**config.mk**
```make
export PLATFORM = sky130hd
export DESIGN_NAME = lscs_lookup
export DESIGN_NICKNAME = d
export VERILOG_FILES = /design/src/lru_set_assoc_cache_sim_defines.svh /design/src/lscs_pkg.sv /design/src/lscs_lookup.sv
export SDC_FILE = /design/constraint.sdc
export NUM_CORES = 1
export LEC_CHECK = 0
export BUFFER_PORTS_ARGS = -buffer_cell sky130_fd_sc_hd__buf_2
export CAP_MARGIN = 20
export CELL_PAD_IN_SITES_DETAIL_PLACEMENT = 1
export CELL_PAD_IN_SITES_GLOBAL_PLACEMENT = 2
export CORE_AREA = 8 8 233 235
export DETAILED_ROUTE_END_ITERATION = 16
export DIE_AREA = 0 0 241 243
export PLACE_DENSITY = 0.84
export SLEW_MARGIN = 0
export SYNTH_ARGS = -nofsm -noshare
export SYNTH_HDL_FRONTEND = slang
export SYNTH_SLANG_ARGS = --single-unit
```
**constraint.sdc**
```tcl
create_clock -name vclk -period 10.2
set_input_delay 0 -clock vclk [all_inputs]
set_output_delay 0 -clock vclk [all_outputs]
set_load 0.02 [all_outputs]
```
**src/lru_set_assoc_cache_sim_defines.svh**
```systemverilog
// ----------------------------------------------------------------------------
// lru_set_assoc_cache_sim_defines.svh
// Assertion macros shared by the cache simulator RTL.
// ----------------------------------------------------------------------------
`ifndef LRU_SET_ASSOC_CACHE_SIM_DEFINES_SVH
`define LRU_SET_ASSOC_CACHE_SIM_DEFINES_SVH

// Same-cycle implication, disabled while reset is active.
`define LSCS_ASSERT_NOW(label, clk, rst_n, pre, post, msg) \
    label: assert property (@(posedge clk) disable iff (!rst_n) (pre) |-> (post)) \
        else $error(msg);

// Next-cycle implication, disabled while reset is active.
`define LSCS_ASSERT_NEXT(label, clk, rst_n, pre, post, msg) \
    label: assert property (@(posedge clk) disable iff (!rst_n) (pre) |=> (post)) \
        else $error(msg);

`endif

```
**src/lscs_pkg.sv**
```systemverilog
// ----------------------------------------------------------------------------
// lscs_pkg
// Fixed widths, codes and shared types of the cache simulator.
// ----------------------------------------------------------------------------
`timescale 1ns / 1ps

package lscs_pkg;

    // Fixed field widths.
    localparam int ADDR_W     = 64;
    localparam int TAG_W      = 64;
    localparam int REQ_W      = 2;
    localparam int OC_W       = 2;
    localparam int SET_OUT_W  = 6;
    localparam int TOT_OUT_W  = 32;
    localparam int SETB_W     = 3;
    localparam int BLKB_W     = 6;
    localparam int WAYSR_W    = 3;
    localparam int SHIFT_W    = 7;
    localparam int CFG_IDX_W  = 2;
    localparam int CFG_DATA_W = 6;
    localparam int OUT_DATA_W = OC_W + SET_OUT_W + 3 * TOT_OUT_W;

    // Request types.
    localparam logic [REQ_W-1:0] REQ_LOAD   = 2'd0;
    localparam logic [REQ_W-1:0] REQ_STORE  = 2'd1;
    localparam logic [REQ_W-1:0] REQ_MODIFY = 2'd2;
    localparam logic [REQ_W-1:0] REQ_NONE   = 2'd3;

    // Lookup outcomes.
    localparam logic [OC_W-1:0] OC_HIT   = 2'd0;
    localparam logic [OC_W-1:0] OC_MISS  = 2'd1;
    localparam logic [OC_W-1:0] OC_EVICT = 2'd2;

    // Configuration register indexes.
    localparam logic [CFG_IDX_W-1:0] CFG_SET_BITS   = 2'd0;
    localparam logic [CFG_IDX_W-1:0] CFG_BLOCK_BITS = 2'd1;
    localparam logic [CFG_IDX_W-1:0] CFG_WAYS       = 2'd2;

    // Status of one lookup, passed from the lookup logic to the top level.
    typedef struct packed {
        logic [OC_W-1:0] outcome;
        logic            hit;
        logic            miss;
        logic            evict;
    } t_lk_stat;

endpackage

```
**src/lscs_lookup.sv**
```systemverilog
// ----------------------------------------------------------------------------
// lscs_lookup
// Tag match, fill or LRU victim choice, and recency update of one set row.
// ----------------------------------------------------------------------------
`timescale 1ns / 1ps

module lscs_lookup #(
    parameter int MAX_WAYS = 4,
    parameter int WAY_W    = 2,
    parameter int CNT_W    = 3,
    parameter int ROW_W    = 268
) (
    input  logic [ROW_W-1:0]            i_row,
    input  logic                        i_row_init,
    input  logic [lscs_pkg::TAG_W-1:0]  i_tag,
    input  logic [CNT_W-1:0]            i_ways,
    output logic [ROW_W-1:0]            o_row,
    output lscs_pkg::t_lk_stat          o_stat
);

    import lscs_pkg::*;

    // Row layout: tags from bit zero, then valid bits, then the recency list.
    localparam int VAL_LO = MAX_WAYS * TAG_W;
    localparam int REC_LO = VAL_LO + MAX_WAYS;

    logic [TAG_W-1:0]    tags     [MAX_WAYS];
    logic [MAX_WAYS-1:0] valid;
    logic [WAY_W-1:0]    rec      [MAX_WAYS];
    logic [WAY_W-1:0]    new_rec  [MAX_WAYS];
    logic                hit_found;
    logic                inv_found;
    logic [WAY_W-1:0]    hit_way;
    logic [WAY_W-1:0]    inv_way;
    logic [WAY_W-1:0]    vic_way;
    logic [WAY_W-1:0]    sel_way;
    logic [WAY_W-1:0]    pos;

    // Unpack the row; a row never written reads as the reset contents.
    always_comb begin
        for (int w = 0; w < MAX_WAYS; w++) begin
            if (i_row_init) begin
                tags[w]  = '0;
                valid[w] = 1'b0;
                rec[w]   = WAY_W'(w);
            end else begin
                tags[w]  = i_row[w*TAG_W +: TAG_W];
                valid[w] = i_row[VAL_LO + w];
                rec[w]   = i_row[REC_LO + w*WAY_W +: WAY_W];
            end
        end
    end

    // Lowest matching way, lowest empty way, and least recent way in use.
    always_comb begin
        hit_found = 1'b0;
        hit_way   = '0;
        inv_found = 1'b0;
        inv_way   = '0;
        vic_way   = '0;
        for (int w = MAX_WAYS - 1; w >= 0; w--) begin
            if ((CNT_W'(w) < i_ways) && valid[w] && (tags[w] == i_tag)) begin
                hit_found = 1'b1;
                hit_way   = WAY_W'(w);
            end
            if ((CNT_W'(w) < i_ways) && !valid[w]) begin
                inv_found = 1'b1;
                inv_way   = WAY_W'(w);
            end
        end
        // The entry nearest the least recent end wins.
        for (int i = 0; i < MAX_WAYS; i++) begin
            if (CNT_W'(rec[i]) < i_ways) begin
                vic_way = rec[i];
            end
        end
    end

    // Pick the way to touch and report the outcome.
    always_comb begin
        o_stat = '0;
        if (hit_found) begin
            sel_way        = hit_way;
            o_stat.outcome = OC_HIT;
            o_stat.hit     = 1'b1;
        end else if (inv_found) begin
            sel_way        = inv_way;
            o_stat.outcome = OC_MISS;
            o_stat.miss    = 1'b1;
        end else begin
            sel_way        = vic_way;
            o_stat.outcome = OC_EVICT;
            o_stat.miss    = 1'b1;
            o_stat.evict   = 1'b1;
        end
    end

    // Move the chosen way to the most recent place of the list.
    always_comb begin
        pos = WAY_W'(MAX_WAYS - 1);
        for (int i = MAX_WAYS - 1; i >= 0; i--) begin
            if (rec[i] == sel_way) begin
                pos = WAY_W'(i);
            end
        end
        new_rec[0] = sel_way;
        for (int i = 1; i < MAX_WAYS; i++) begin
            new_rec[i] = (WAY_W'(i) <= pos) ? rec[i-1] : rec[i];
        end
    end

    // Repack the updated row; a miss writes the tag and sets the valid bit.
    always_comb begin
        for (int w = 0; w < MAX_WAYS; w++) begin
            if (!hit_found && (WAY_W'(w) == sel_way)) begin
                o_row[w*TAG_W +: TAG_W] = i_tag;
                o_row[VAL_LO + w]       = 1'b1;
            end else begin
                o_row[w*TAG_W +: TAG_W] = tags[w];
                o_row[VAL_LO + w]       = valid[w];
            end
            o_row[REC_LO + w*WAY_W +: WAY_W] = new_rec[w];
        end
    end

endmodule

```
==> metrics.md <==
| Metric | Value |
|---|---|
| Outcome | `finished clean` |
| Pwr dens | `64.50 mW/mm^2` |
| Nets | `2,757` |
| Syn. warnings | `0` |
| Setup WS post-layout | `4.537 ns` |
| PortBufs | `609` |
| Crit-path cells | `buf_8, inv_6, buf_4, nand2_1, o311ai_0, nand4_1, nor4_1, a31oi_1, or3_1, a21oi_4, and2b_4, buf_4, mux2i_1, buf_2` |
| Max_slew headroom | `0.3293` |
| Fillcell total | `6,808` |
| Post-CTS resize count | `0` |
| Antenna violations before repair | `14` |
| Met2 WL post-DR | `46,570 um` |
| Crit Path Class | `primary input to output port` |
| Peak VDD IR | `30.70 uV` |
| Largest net degree at the start of global routing | `151` |
| Remaining Overflow, GRT | `0` |
| Synth top area cells | `nand2_1, o21ai_0, nor2_1, xnor2_1, nor2b_1` |
| Register area share after synthesis | `0` |
| Max-slew violation count | `0` |
| IO Count | `609` |
| Setup tns final | `0 ns` |
| Area taken by multi-input logic gates | `0.01057 sq mm` |
| Met1 wire length | `41,030 um` |
| Crit-path max FO | `107` |
| Least-Margin Pin Slew | `1.006 ns` |
| Area delta synth->final | `27.24%` |
| Post-CTS Setup Bufs | `0` |
| Startpoint Class | `primary input` |
| DR vias | `18,120` |
| Core Footprint | `0.05068 sq mm` |
| Minimum clock period | `5.663 ns` |
| Syn Nets | `2,316` |
| Hold path depth | `4` |
| Die ar. | `0.05856 sq mm` |
| Die width | `241 um` |
| Wire length per cell | `31.66 um` |
| WP data arrival | `5.66 ns` |
| Syn avg cell area | `5.960 sq um` |
| Vias in the first global route | `18,450` |
| Max Used Layer | `met5` |
| TritonRoute pass-1 iters | `6` |
| Netlist cell types | `73` |
| Fin crit share | `0.5552` |
| Post-DP Area | `0.01497 sq mm` |
| Die height | `243 um` |
| Post-route cell area | `0.01499 sq mm` |
| Share of post-route cells with drive strength above 1 | `0.2824` |
| Post-DRT Antenna Nets | `0` |
| Total track usage | `0.3133` |
| Leakage Power | `6.443 nW` |
| Share of the synthesized area in the top cell type | `0.1077` |
| Initial core utilization | `0.2324` |
| CP peak stage delay | `0.71 ns` |
| Dominant cell type by area after synthesis | `nand2_1` |
| Starting DRT DRC Count | `1,422` |
| Clock Buffer Count | `0` |
| Hold path endpoint | `o_row[246]` |
| Final core utilization | `0.2957` |
| Final HPWL DP | `78,900 um` |
| First-pass GRT wire length | `136,200 um` |
| HP Class | `primary input to output port` |
| Row count | `83` |
| Max-cap violation count | `0` |
| Fmax | `176.6 MHz` |
| FF+latch area | `0 sq um` |
| Final Setup Violations | `0` |
| Post-Synthesis Cells | `1,976` |
| Final Hold Fails | `0` |
| Hold Startpoint | `i_row[246]` |
| Routed length on met3 | `6900 um` |
| Max stage delay cell, worst path | `buf_4` |
| CP dominant cell by count | `buf_4` |
| RSZ-0062 raised after global routing | `no` |
| Worst path required time | `10.20 ns` |
| RD Place Congestion | `0.9544` |
| Setup WS pre-CTS | `4.658 ns` |
| Cts hold-fix bufs | `0` |
| Vias per cell | `5.840` |
| DRT Wirelength | `98,250 um` |
| Cell area after synthesis | `0.01178 sq mm` |
| # DRC | `0` |
| FFs & Latches | `0` |
| CP Capture Type | `output port` |
## critical path: cells and delay by family
kind            cells  cell delay (ns)
simple gates        5             1.73
compound gates      3             0.83
buf+inv             5             2.44
mux                 1             0.42
## cells by family (layout without fill, tap and decap cells)
group | Yosys count | after routing | synth area share
other cells | 0 | 8 | 0
fa+ha+maj | 4 | 4 | 0.004250
simple gates | 967 | 967 | 0.4219
mux | 131 | 131 | 0.1183
xor+xnor | 98 | 98 | 0.07288
buf+inv | 272 | 711 | 0.1033
compound gates | 504 | 504 | 0.2794
## layer usage
metal  GRT usage  up-vias
met5           0        -
met4      0.1020       10
met3     0.04374      179
met2      0.5396      862
met1      0.3948     9055
li1            -     8017
## cell usage in the layout (no fill, tap or decap), types with 13 or more instances in the layout
cell	n
buf_2	608
nand2_1	338
nor2_1	212
o21ai_0	210
nor2b_1	115
xnor2_1	84
inv_1	78
mux2i_1	65
a31oi_1	63
nand2b_1	57
nor4bb_1	53
nand4_1	50
mux2_2	35
mux2_1	31
o32ai_1	28
o31ai_1	27
a21oi_1	26
nand3_1	25
a32oi_1	25
nor4_1	22
nor4b_1	21
buf_4	21
o22ai_1	20
nor3_1	19
o2111ai_1	14
xor2_1	14
a2111oi_0	13
## report_power, final
part	switching [mW]	internal [mW]	total, mW
combinational	0.665	0.302	0.967
clock	0	0.0000000124	0.0000000124
sequential	0	0	0
total	0.665	0.302	0.967
## cells in the mapped netlist (21+ instances only)
library cell and n:
mux2i_1 65, nor2b_1 115, mux2_2 35, inv_1 79
o31ai_1 27, o32ai_1 28, buf_2 27, a21oi_1 26
xnor2_1 84, nand2b_1 57, nor4b_1 21, o21ai_0 210
a32oi_1 25, nand3_1 25, nand2_1 338, mux2_1 31
nor4bb_1 53, clkbuf_1 126, nand4_1 50, a31oi_1 63
nor2_1 212, nor4_1 22
## area by class of cell
cell class	instances	share of cell area
multi-input combinational	1704	0.7056
timing repair buffer	631	0.2159
tap	680	0.05678
inverter	80	0.02037
antenna	8	0.001336
## per-stage QoR
stage	power, mW	hold WS, ns	std cells
2_1_floorplan	0.5389	0.1832	1976
3_3_place_gp	0.9417	0.3694	3095
3_5_place_dp	0.9568	0.3731	3095
4_1_cts	0.9599	0.3737	3095
5_1_grt	1.020	0.3937	3100
6_report	0.9666	0.3751	3103
## how the worst max path moves through the flow
stage,cells past startpoint,slack (ns),endpoint,start
after floorplan,19,6.45,o_row[195],i_row_init
after global placement,14,4.85,o_row[204],i_row_init
after detailed placement,14,4.66,o_row[197],i_row_init
after CTS,14,4.63,o_row[197],i_row_init
after global routing,14,4.26,o_row[204],i_row_init
final,14,4.54,o_row[204],i_row_init
Note: power is estimated with default switching activity, not from simulation.
