`config.mk`:
```
export PLATFORM = sky130hd
export DESIGN_NAME = lscs_ram
export DESIGN_NICKNAME = d
export VERILOG_FILES = /design/src/lru_set_assoc_cache_sim_defines.svh /design/src/lscs_ram.sv
export SDC_FILE = /design/constraint.sdc
export NUM_CORES = 1
export LEC_CHECK = 0
export BUFFER_PORTS_ARGS = -buffer_cell sky130_fd_sc_hd__buf_2
export CAP_MARGIN = 25
export CELL_PAD_IN_SITES_DETAIL_PLACEMENT = 1
export CELL_PAD_IN_SITES_GLOBAL_PLACEMENT = 1
export CORE_MARGIN = 3
export CORE_UTILIZATION = 30
export CTS_CLUSTER_SIZE = 14
export DETAILED_ROUTE_END_ITERATION = 10
export GPL_TIMING_DRIVEN = 0
export PLACE_DENSITY_LB_ADDON = 0.15
export SLEW_MARGIN = 20
export SYNTH_ARGS = -nofsm -noshare
export SYNTH_HDL_FRONTEND = slang
export SYNTH_SLANG_ARGS = --single-unit
```
`constraint.sdc`:
```
create_clock -name i_clk -period 2 [get_ports i_clk]
set_input_delay 0.2 -clock i_clk [delete_from_list [all_inputs] [get_ports i_clk]]
set_output_delay 0.2 -clock i_clk [all_outputs]
set_load 0.05 [all_outputs]
```
`src/lru_set_assoc_cache_sim_defines.svh`:
```
// ----------------------------------------------------------------------------
// lru_set_assoc_cache_sim_defines.svh
// Assertion macros shared by the cache simulator RTL.
// ----------------------------------------------------------------------------
`ifndef LRU_SET_ASSOC_CACHE_SIM_DEFINES_SVH
`define LRU_SET_ASSOC_CACHE_SIM_DEFINES_SVH

// Same-cycle implication, disabled while reset is active.
`define LSCS_ASSERT_NOW(label, clk, rst_n, pre, post, msg) \
    label: assert property (@(posedge clk) disable iff (!rst_n) (pre) |-> (post)) \
        else $error(msg);

// Next-cycle implication, disabled while reset is active.
`define LSCS_ASSERT_NEXT(label, clk, rst_n, pre, post, msg) \
    label: assert property (@(posedge clk) disable iff (!rst_n) (pre) |=> (post)) \
        else $error(msg);

`endif

```
`src/lscs_ram.sv`:
```
// ----------------------------------------------------------------------------
// lscs_ram
// Generic simple dual-port RAM with one write port and a registered read.
// ----------------------------------------------------------------------------
`timescale 1ns / 1ps

module lscs_ram #(
    parameter int WIDTH = 8,
    parameter int DEPTH = 16,
    parameter int AW    = (DEPTH > 1) ? $clog2(DEPTH) : 1
) (
    input  logic             i_clk,
    input  logic             i_we,
    input  logic [AW-1:0]    i_waddr,
    input  logic [WIDTH-1:0] i_wdata,
    input  logic             i_re,
    input  logic [AW-1:0]    i_raddr,
    output logic [WIDTH-1:0] o_rdata
);

    logic [WIDTH-1:0] r_mem [DEPTH];
    logic [WIDTH-1:0] r_rdata;

    // Write port.
    always_ff @(posedge i_clk) begin
        if (i_we) begin
            r_mem[i_waddr] <= i_wdata;
        end
    end

    // Registered read port; the data holds while no read is issued.
    always_ff @(posedge i_clk) begin
        if (i_re) begin
            r_rdata <= r_mem[i_raddr];
        end
    end

    assign o_rdata = r_rdata;

endmodule

```
==> impl_metrics.ini, run 1 <==
[worst_setup_path]
path_cells = mux4_1 -> a22oi_1 -> nand2_1
crit_path_end_kind = register
required_ps = 2140
worstSetupPathType = register to register
worstSetupStartpointType = register
cp.arrival_ps = 1750
cp_slowest_cell = mux4_1
r2r-end = o_rdata[0]
rr_worst_depth = 3
slowest_delay_ps = 550
reg2reg_slack_ps = 390
worstReg2RegStart = r_mem[4][0]
worstPathMaxFanout = 1

[synth]
synth-simple-area-share = 0.0314
synthCells = 229
synth_top_family_by_area = multiplexers
syn_area_per_cell_um2 = 22.8
ys.flop_type = edfxtp_1
syn_nets = 248
synth_mux_area_frac = 0.148
synth.area.top_cells = edfxtp_1 (78%), mux4_2 (7.8%), mux4_1 (7.0%), a22oi_1 (2.3%), nor2_1 (0.93%)
synth_top_cell_area_share = 0.781
synthArstFlopShare = 0
ys_ff_latch = 136
synth_xor_xnor_area_share = 0
yosysTopAreaCell = edfxtp_1
seq_area_frac_synth = 0.781
synth-edff-count = 136
ys_types = 18
synthAdderAreaFrac = 0
netlist_area_um2 = 5230
synth_compound_area_frac = 0.0230
yosys_warnings = 0

[drt]
drc = 0
dr.max_layer_used = met4
routedWlPerCell_um = 22.8
dr.pass1.iters = 4
met3_length_um = 375
wl_met1_um = 5430
wirelength_um = 11500
drtIter0Drc = 210
routed-wl-met2_um = 5480
ant_nets = 0
vias = 2396
vias_per_cell = 4.74

[timing]
post-route-min-period_ps = 1610
finClkSkew_ps = 5.52
hold_viol_final = 0
setup_viol = 0
tns_ps = 0
grt_setup_unrepaired = no
worst_pin_slew_ps = 866
fmax_mhz = 622
fin_ws_ps = 393
relSlewSlack = 0.420
fin_crit_sh = 0.803
slew_viol_final = 0

[place]
place_ws_ps = 16.2
numPortBuffers = 25
dpl.hpwl_um = 7430
gp_congestion = 0.669
placed_cell_area_um2 = 5650

[clock_network]
postCtsHoldBufs = 0
cts_resized = 0
clkLatencyLatePin_ps = 410
cts_tree = built
cts_buffers = 17
postCtsSetupRepairBufs = 0
clkTransAtPathRegs_ps = 60
clock-sinks = 136
clockBufferDepth = 2
cts_root_buf = clkbuf_16
cts_htree_levels = 4

[cells_and_area]
nNetsFinal = 292
syn_to_final_growth_pct = 19.4
final_area_um2 = 6240
diodes = 0
drive_gt1_frac = 0.290
fin_util = 0.371

[power]
p_int_w = 0.00539
p_switching_w = 0.00134
max-vdd-ir-drop_mv = 0.624
clkPwrFrac = 0.466
swShare = 0.199
p_leak_nw = 2.05
p_comb_frac = 0.054
pwr-share-seq = 0.480
power.density_nw_per_um2 = 1080

[die]
initial_utilization = 0.311
placementRows = 47
pin_count = 27
coreArea_um2 = 16800
dieArea_um2 = 19000
die_x_um = 138
die_h_um = 138

[flow_run]
drv_cap = 0

[min_path]
whs_path_depth = 1
hp-class = input port to register
min_from = i_re
hold_path_end = o_rdata[4]

[grt]
grt_pass1_vias = 2647
grt_pass1_wl_um = 17200
antenna_found_initial = 0
grt_max_degree = 17
grtUsageTotal = 0.127
grt_overflow = 0

[run_status]
status = complete, no violations
power groups by stage:
stage / logic (W) / registers, W / clock network, W
3_5_place_dp: 0.000372 / 0.00329 / 0
4_1_cts: 0.000373 / 0.00323 / 0.00320
6_report: 0.000363 / 0.00323 / 0.00314
2_1_floorplan: 0.000162 / 0.00333 / 0
3_3_place_gp: 0.000361 / 0.00328 / 0
5_1_grt: 0.000393 / 0.00323 / 0.00332
kinds of logic after synthesis:
| family | count (synthesis) |
|---|---|
| flip-flops | 136 |
| AND/OR/NAND/NOR | 35 |
| multiplexers | 32 |
| AO/OA/AOI/OAI | 16 |
| buffers and inverters | 10 |
per-stage QoR:
step	hold WS, ps	power [W]	instances
finish	130	0.00673	506
global route	118	0.00695	506
CTS	114	0.00680	506
detailed placement	552	0.00366	474
global placement	542	0.00364	474
floorplan	299	0.00349	229
worst max-delay path by stage:
stage          cells after the start  slack (ps)          end        start
2_1_floorplan                      2         310  r_mem[0][0]   i_waddr[2]
3_5_place_dp                       3          20  r_mem[3][2]   i_waddr[2]
3_3_place_gp                       3        -380  r_mem[0][7]   i_waddr[2]
6_report                           3         390   o_rdata[0]  r_mem[4][0]
4_1_cts                            3         350   o_rdata[0]  r_mem[4][0]
5_1_grt                            3         320   o_rdata[0]  r_mem[4][0]
cells in the mapped netlist, types with 2 or more instances:
master           count
nand3b_1             2
a22oi_1             16
edfxtp_1           136
clkdlybuf4s25_2      3
buf_6                3
mux4_2              18
mux4_1              14
buf_2                3
nor2_1              13
nor3_1               4
nand2b_1             2
nand2_1              9
flip-flops by register name, summed over array words and instances, names as in the netlist:
register and flops:
o_rdata 8, r_mem 128
cells in the final DEF, fill, tap and decap left out, types with 5 or more instances in the layout:
cell       netlist  routed
a22oi_1         16      16
clkinv_1         0       5
buf_2            3      28
mux4_1          14      14
nand2_1          9       9
mux4_2          18      18
edfxtp_1       136     136
clkbuf_16        0      17
nor2_1          13      13
worst max-delay path: cells and delay by family (launching register included):
family | cells | cell delay [ps]
muxes | 1 | 550
DFF | 1 | 360
AOI/OAI and AO/OA | 1 | 280
and+or+nand+nor | 1 | 140
final cells by class:
type	instances	area, um^2
plain buffers	10	86.3
clock buffers	19	433
clock inverters	13	159
fillers	1664	10600
multi-input cells	83	1080
flip-flops and latches	136	4080
well taps	220	275
repair buffers	25	125
layer usage:
| layer | GRT usage | up-vias |
|---|---|---|
| met1 | 0.178 | 1265 |
| li1 | - | 1069 |
| met4 | 0.0593 | 0 |
| met5 | 0 | - |
| met3 | 0.0273 | 14 |
| met2 | 0.191 | 48 |
(Power assumes the default switching activity.)
==> run 2: changes to the inputs <==
clock period = 1.6 ns   (was 2 ns; I/O delays follow)
==> run 2 against run 1 <==
Largest cell class unchanged. Combinational power grew 24%. Die area is the same. Sequential cell count is the same. First-iteration DRC count grew 47%. Hold slack lost 54 ps. Clock skew grew 1.6 ps. Wire length shrank 3.7%. Maximum frequency grew 8.1%. Non-clock buffer count is the same. Core utilization grew 0.30 points. Sequential power grew 25%. Via count shrank 0.67%.
==> impl_metrics.ini, run 2 (same netlist as run 1, synthesis figures left out) <==
[run_status]
status = complete, no violations

[grt]
grt_pass1_vias = 2492
grt_pass1_wl_um = 16400
grt_overflow = 0
grt_max_degree = 17
grtUsageTotal = 0.122
antenna_found_initial = 0

[worst_setup_path]
crit_path_end_kind = register
required_ps = 1770
worstSetupStartpointType = register
worstPathMaxFanout = 1
worstSetupPathType = register to register
cp.arrival_ps = 1650

[timing]
hold_viol_final = 0
slew_viol_final = 0
finClkSkew_ps = 7.13
grt_setup_unrepaired = no
setup_viol = 0
worst_pin_slew_ps = 860
fmax_mhz = 673
post-route-min-period_ps = 1490
fin_ws_ps = 113
relSlewSlack = 0.425
fin_crit_sh = 0.929

[drt]
wl_met1_um = 5140
drtIter0Drc = 308
met3_length_um = 390
routed-wl-met2_um = 5360
wirelength_um = 11100
ant_nets = 0
drc = 0
dr.max_layer_used = met4
vias_per_cell = 4.70
dr.pass1.iters = 4
routedWlPerCell_um = 21.9
vias = 2380

[place]
place_ws_ps = -348
numPortBuffers = 25
dpl.hpwl_um = 7100
gp_congestion = 0.683

[power]
p_switching_w = 0.00172
power.density_nw_per_um2 = 1370
pwr-share-seq = 0.467
p_leak_nw = 2.07
max-vdd-ir-drop_mv = 0.745
p_comb_frac = 0.052
swShare = 0.199
clkPwrFrac = 0.481
p_int_w = 0.00691

[die]
pin_count = 27
die_x_um = 138
dieArea_um2 = 19000
placementRows = 47
die_h_um = 138
initial_utilization = 0.311
coreArea_um2 = 16800

[clock_network]
clock-sinks = 136
cts_root_buf = clkbuf_16
clkTransAtPathRegs_ps = 60
cts_tree = built
postCtsSetupRepairBufs = 0
clockBufferDepth = 2
clkLatencyLatePin_ps = 410
postCtsHoldBufs = 0
cts_htree_levels = 4
cts_buffers = 17

[cells_and_area]
final_common_cell = edfxtp_1
mostFrequentLayoutCells = edfxtp_1 (136), buf_2 (28), mux4_2 (18)
diodes = 0
drive_gt1_frac = 0.318
fill_cells = 1645
regMostFlops = r_mem
largest_register_ffs = 128
fin_util = 0.374
syn_to_final_growth_pct = 20.3
nNetsFinal = 292

[min_path]
hp-class = input port to register

[flow_run]
drv_cap = 0
[run 2: cell types whose count changed in the layout (fill, tap and decap cells not counted), sizes merged]
cell / before / now
bufinv: 4 / 5
clkinv: 9 / 8
clkbuf: 19 / 17
clkinvlp: 0 / 2
[run 2: final timing paths]
path                              startpoint    endpoint  slack, ps  depth (start not counted)
worst max-delay path             r_mem[5][1]  o_rdata[1]        110                          3
worst min-delay path                    i_re  o_rdata[2]         80                          1
worst max register to register   r_mem[5][1]  o_rdata[1]        110                          3
worst min register to register  r_mem[11][1]  o_rdata[1]        760                          3
[run 2: metrics by stage]
stage / hold slack (ps) / total power [W] / cell area (um^2) / std cells / setup TNS (ps)
2_1_floorplan: 259 / 0.00437 / 5230 / 229 / 0
3_3_place_gp: 499 / 0.00455 / 5630 / 474 / -20420
3_5_place_dp: 502 / 0.00456 / 5650 / 474 / -13400
4_1_cts: 59.3 / 0.00873 / 6290 / 506 / 0
5_1_grt: 63.4 / 0.00892 / 6290 / 506 / 0
6_report: 75.9 / 0.00863 / 6290 / 506 / 0
[run 2: cell type report]
class / instances / area (um^2) / share of cell area
Clock inverter: 15 / 208 / 0.0330
Buffer: 10 / 86.3 / 0.0137
Multi-Input combinational cell: 83 / 1090 / 0.173
Sequential cell: 136 / 4080 / 0.649
Tap cell: 220 / 275 / 0.0438
Timing Repair Buffer: 25 / 125 / 0.0199
Clock buffer: 17 / 425 / 0.0676
[run 2: power by group through the flow]
stage	clock [W]	combinational [W]	sequential (W)
6_report	0.00415	0.000451	0.00403
5_1_grt	0.00439	0.000490	0.00404
4_1_cts	0.00423	0.000462	0.00403
3_5_place_dp	0	0.000459	0.00411
3_3_place_gp	0	0.000450	0.00410
2_1_floorplan	0	0.000203	0.00417
[run 2: worst max-delay path, cell delays in order, from the launching register on]
cell,delay [ps]
edfxtp_1,340
mux4_1,570
a22oi_1,250
nand2_1,80
[run 2: routing by layer]
metal  vias to the layer above  track usage
met5                         -            0
met4                         0       0.0577
li1                       1070            -
met2                        58        0.186
met3                        15       0.0321
met1                      1237        0.163
[run 2: timing repair]
item	4_1_cts	5_1_grt
endpoints found under the hold margin	0	0
resized for setup	1	1
endpoints found under the setup margin	1	1
==> run 3: changes to the inputs <==
ABC_AREA = 1   (was default)
==> run 3 against run 2 <==
Sequential cell count is the same. Critical path depth unchanged. Register-to-register slack gained 270 ps. Sequential share of layout area shrank 5.4 points. Clock skew down 1.4 ps. Clock power fell by 8.0%. Non-clock buffer count rose by 12. Wire length rose by 49%. Core utilization is 1.2 points lower. Combinational power is 33% higher. Setup slack better by 210 ps. Largest cell class unchanged.
==> impl_metrics.ini, run 3 <==
[run_status]
status = complete, no violations

[drt]
routedWlPerCell_um = 19.1
ant_nets = 0
drtIter0Drc = 252
dr.max_layer_used = met4
routed-wl-met2_um = 7550
dr.pass1.iters = 4
wl_met1_um = 7860
drc = 0
vias = 3811
wirelength_um = 16600
met3_length_um = 856
vias_per_cell = 4.40

[grt]
grt_max_degree = 17
grtUsageTotal = 0.161
grt_pass1_vias = 3960
grt_pass1_wl_um = 24900
antenna_found_initial = 0
grt_overflow = 0

[worst_setup_path]
slowest_delay_ps = 740
r2r-end = o_rdata[5]
reg2reg_slack_ps = 380
worstReg2RegStart = r_mem[10][5]
required_ps = 1640
worstSetupStartpointType = input port
worstSetupPathType = input port to register
cp.arrival_ps = 1320
worstPathMaxFanout = 8
rr_worst_depth = 6
crit_path_end_kind = register
cp_slowest_cell = nor2_1
path_cells = buf_2 -> nand3b_1 -> nor2_1

[synth]
ys.flop_type = edfxtp_1
netlist_area_um2 = 5850
synthCells = 551
syn_area_per_cell_um2 = 10.6
synthArstFlopShare = 0
synth_common_cells = nand2_1 (173), edfxtp_1 (136), inv_1 (100)
ys_types = 11
yosysMostFrequentCell = nand2_1
ys_ff_latch = 136
yosys_warnings = 0
yosysTopAreaCell = edfxtp_1
syn_nets = 570
synth.area.top_cells = edfxtp_1 (70%), nand2_1 (11%), nand3_1 (8.3%), inv_1 (6.4%), buf_6 (1.2%)
synth-edff-count = 136
seq_area_frac_synth = 0.698
synth_top_cell_area_share = 0.698

[min_path]
whs_path_depth = 1
hold_path_end = o_rdata[5]
min_from = i_re
hp-class = input port to register

[place]
dpl.hpwl_um = 11300
place_ws_ps = -131
numPortBuffers = 23
gp_congestion = 0.787

[cells_and_area]
largest_register_ffs = 128
mostFrequentLayoutCells = nand2_1 (173), edfxtp_1 (136), inv_1 (100)
final_common_cell = nand2_1
nNetsFinal = 612
fill_cells = 2099
regMostFlops = r_mem
fin_util = 0.362
diodes = 0
multi_input_area_um2 = 1210
syn_to_final_growth_pct = 17.3
drive_gt1_frac = 0.120
final-seq-area_um2 = 4080

[timing]
fin_crit_sh = 0.798
finClkSkew_ps = 5.74
worst_pin_slew_ps = 947
slew_viol_final = 0
setup_viol = 0
holdWs_ps = 105
post-route-min-period_ps = 1280
hold_viol_final = 0
relSlewSlack = 0.367
tns_ps = 0
fin_ws_ps = 323
grt_setup_unrepaired = no
fmax_mhz = 783

[die]
initial_utilization = 0.308
dieArea_um2 = 21200
pin_count = 27
placementRows = 50
die_h_um = 146
die_x_um = 146
coreArea_um2 = 19000

[power]
power.density_nw_per_um2 = 1230
power.total_w = 0.00845
max-vdd-ir-drop_mv = 0.788
p_leak_nw = 2.90

[clock_network]
cts_htree_levels = 4
clock-sinks = 136
cts_tree = built
clkTransAtPathRegs_ps = 60
cts_root_buf = clkbuf_16
postCtsHoldBufs = 0
cts_resized = 0
cts_buffers = 17
clockBufferDepth = 2
postCtsSetupRepairBufs = 0
clkLatencyLatePin_ps = 420

[flow_run]
drv_cap = 0
[run 3: cell types whose count changed in the layout (fill, tap and decap cells not counted), sizes merged, moves of 4 or more]
| cell | previous run | this run |
|---|---|---|
| nand2 | 9 | 173 |
| inv | 0 | 102 |
| nand3 | 1 | 97 |
| mux4 | 32 | 0 |
| a22oi | 16 | 0 |
| buf | 32 | 47 |
| nor2 | 13 | 17 |
| nor3 | 4 | 0 |
[run 3: worst max-delay path by stage]
stage / cells past startpoint / endpoint / start / slack (ps)
after floorplan: 2 / r_mem[10][0] / i_waddr[2] / 490
after global placement: 3 / r_mem[7][3] / i_waddr[3] / -100
after detailed placement: 3 / r_mem[8][5] / i_waddr[2] / -130
after CTS: 3 / r_mem[8][7] / i_waddr[2] / 320
after global routing: 3 / r_mem[7][3] / i_waddr[3] / 220
final: 3 / r_mem[4][3] / i_waddr[3] / 320
[run 3: per-stage QoR]
stage | instances | cell area [um^2]
floorplan | 551 | 5850
global placement | 834 | 6290
detailed placement | 834 | 6290
CTS | 866 | 6860
global route | 866 | 6860
finish | 866 | 6860
[run 3: layout make-up]
cell class              count  share of cell area
flip-flops and latches    136               0.596
plain buffers              24              0.0243
multi-input cells         289               0.177
clock buffers              20              0.0637
clock inverters            12              0.0193
repair buffers             23              0.0168
inverters                 102              0.0558
well taps                 260              0.0474
[run 3: worst max-delay path: cells and delay by family]
family / cells / cell delay, ps
buf+inv: 1 / 120
simple gates: 2 / 1040
[run 3: kinds of logic after synthesis]
| logic type | after synthesis | synth area share |
|---|---|---|
| buf+inv | 126 | 0.0939 |
| flops | 136 | 0.698 |
| simple gates | 289 | 0.208 |
[run 3: where the power goes]
part / internal, W / leakage (nW) / switching (W)
logic: 0.000150 / 1.39 / 0.000451
registers: 0.00402 / 1.24 / 0.0000181
clock network: 0.00241 / 0.277 / 0.00141
[run 3: metal layers]
metal,track usage,vias to the layer above
li1,-,1863
met2,0.250,74
met5,0,-
met3,0.0336,23
met4,0.0546,0
met1,0.226,1851
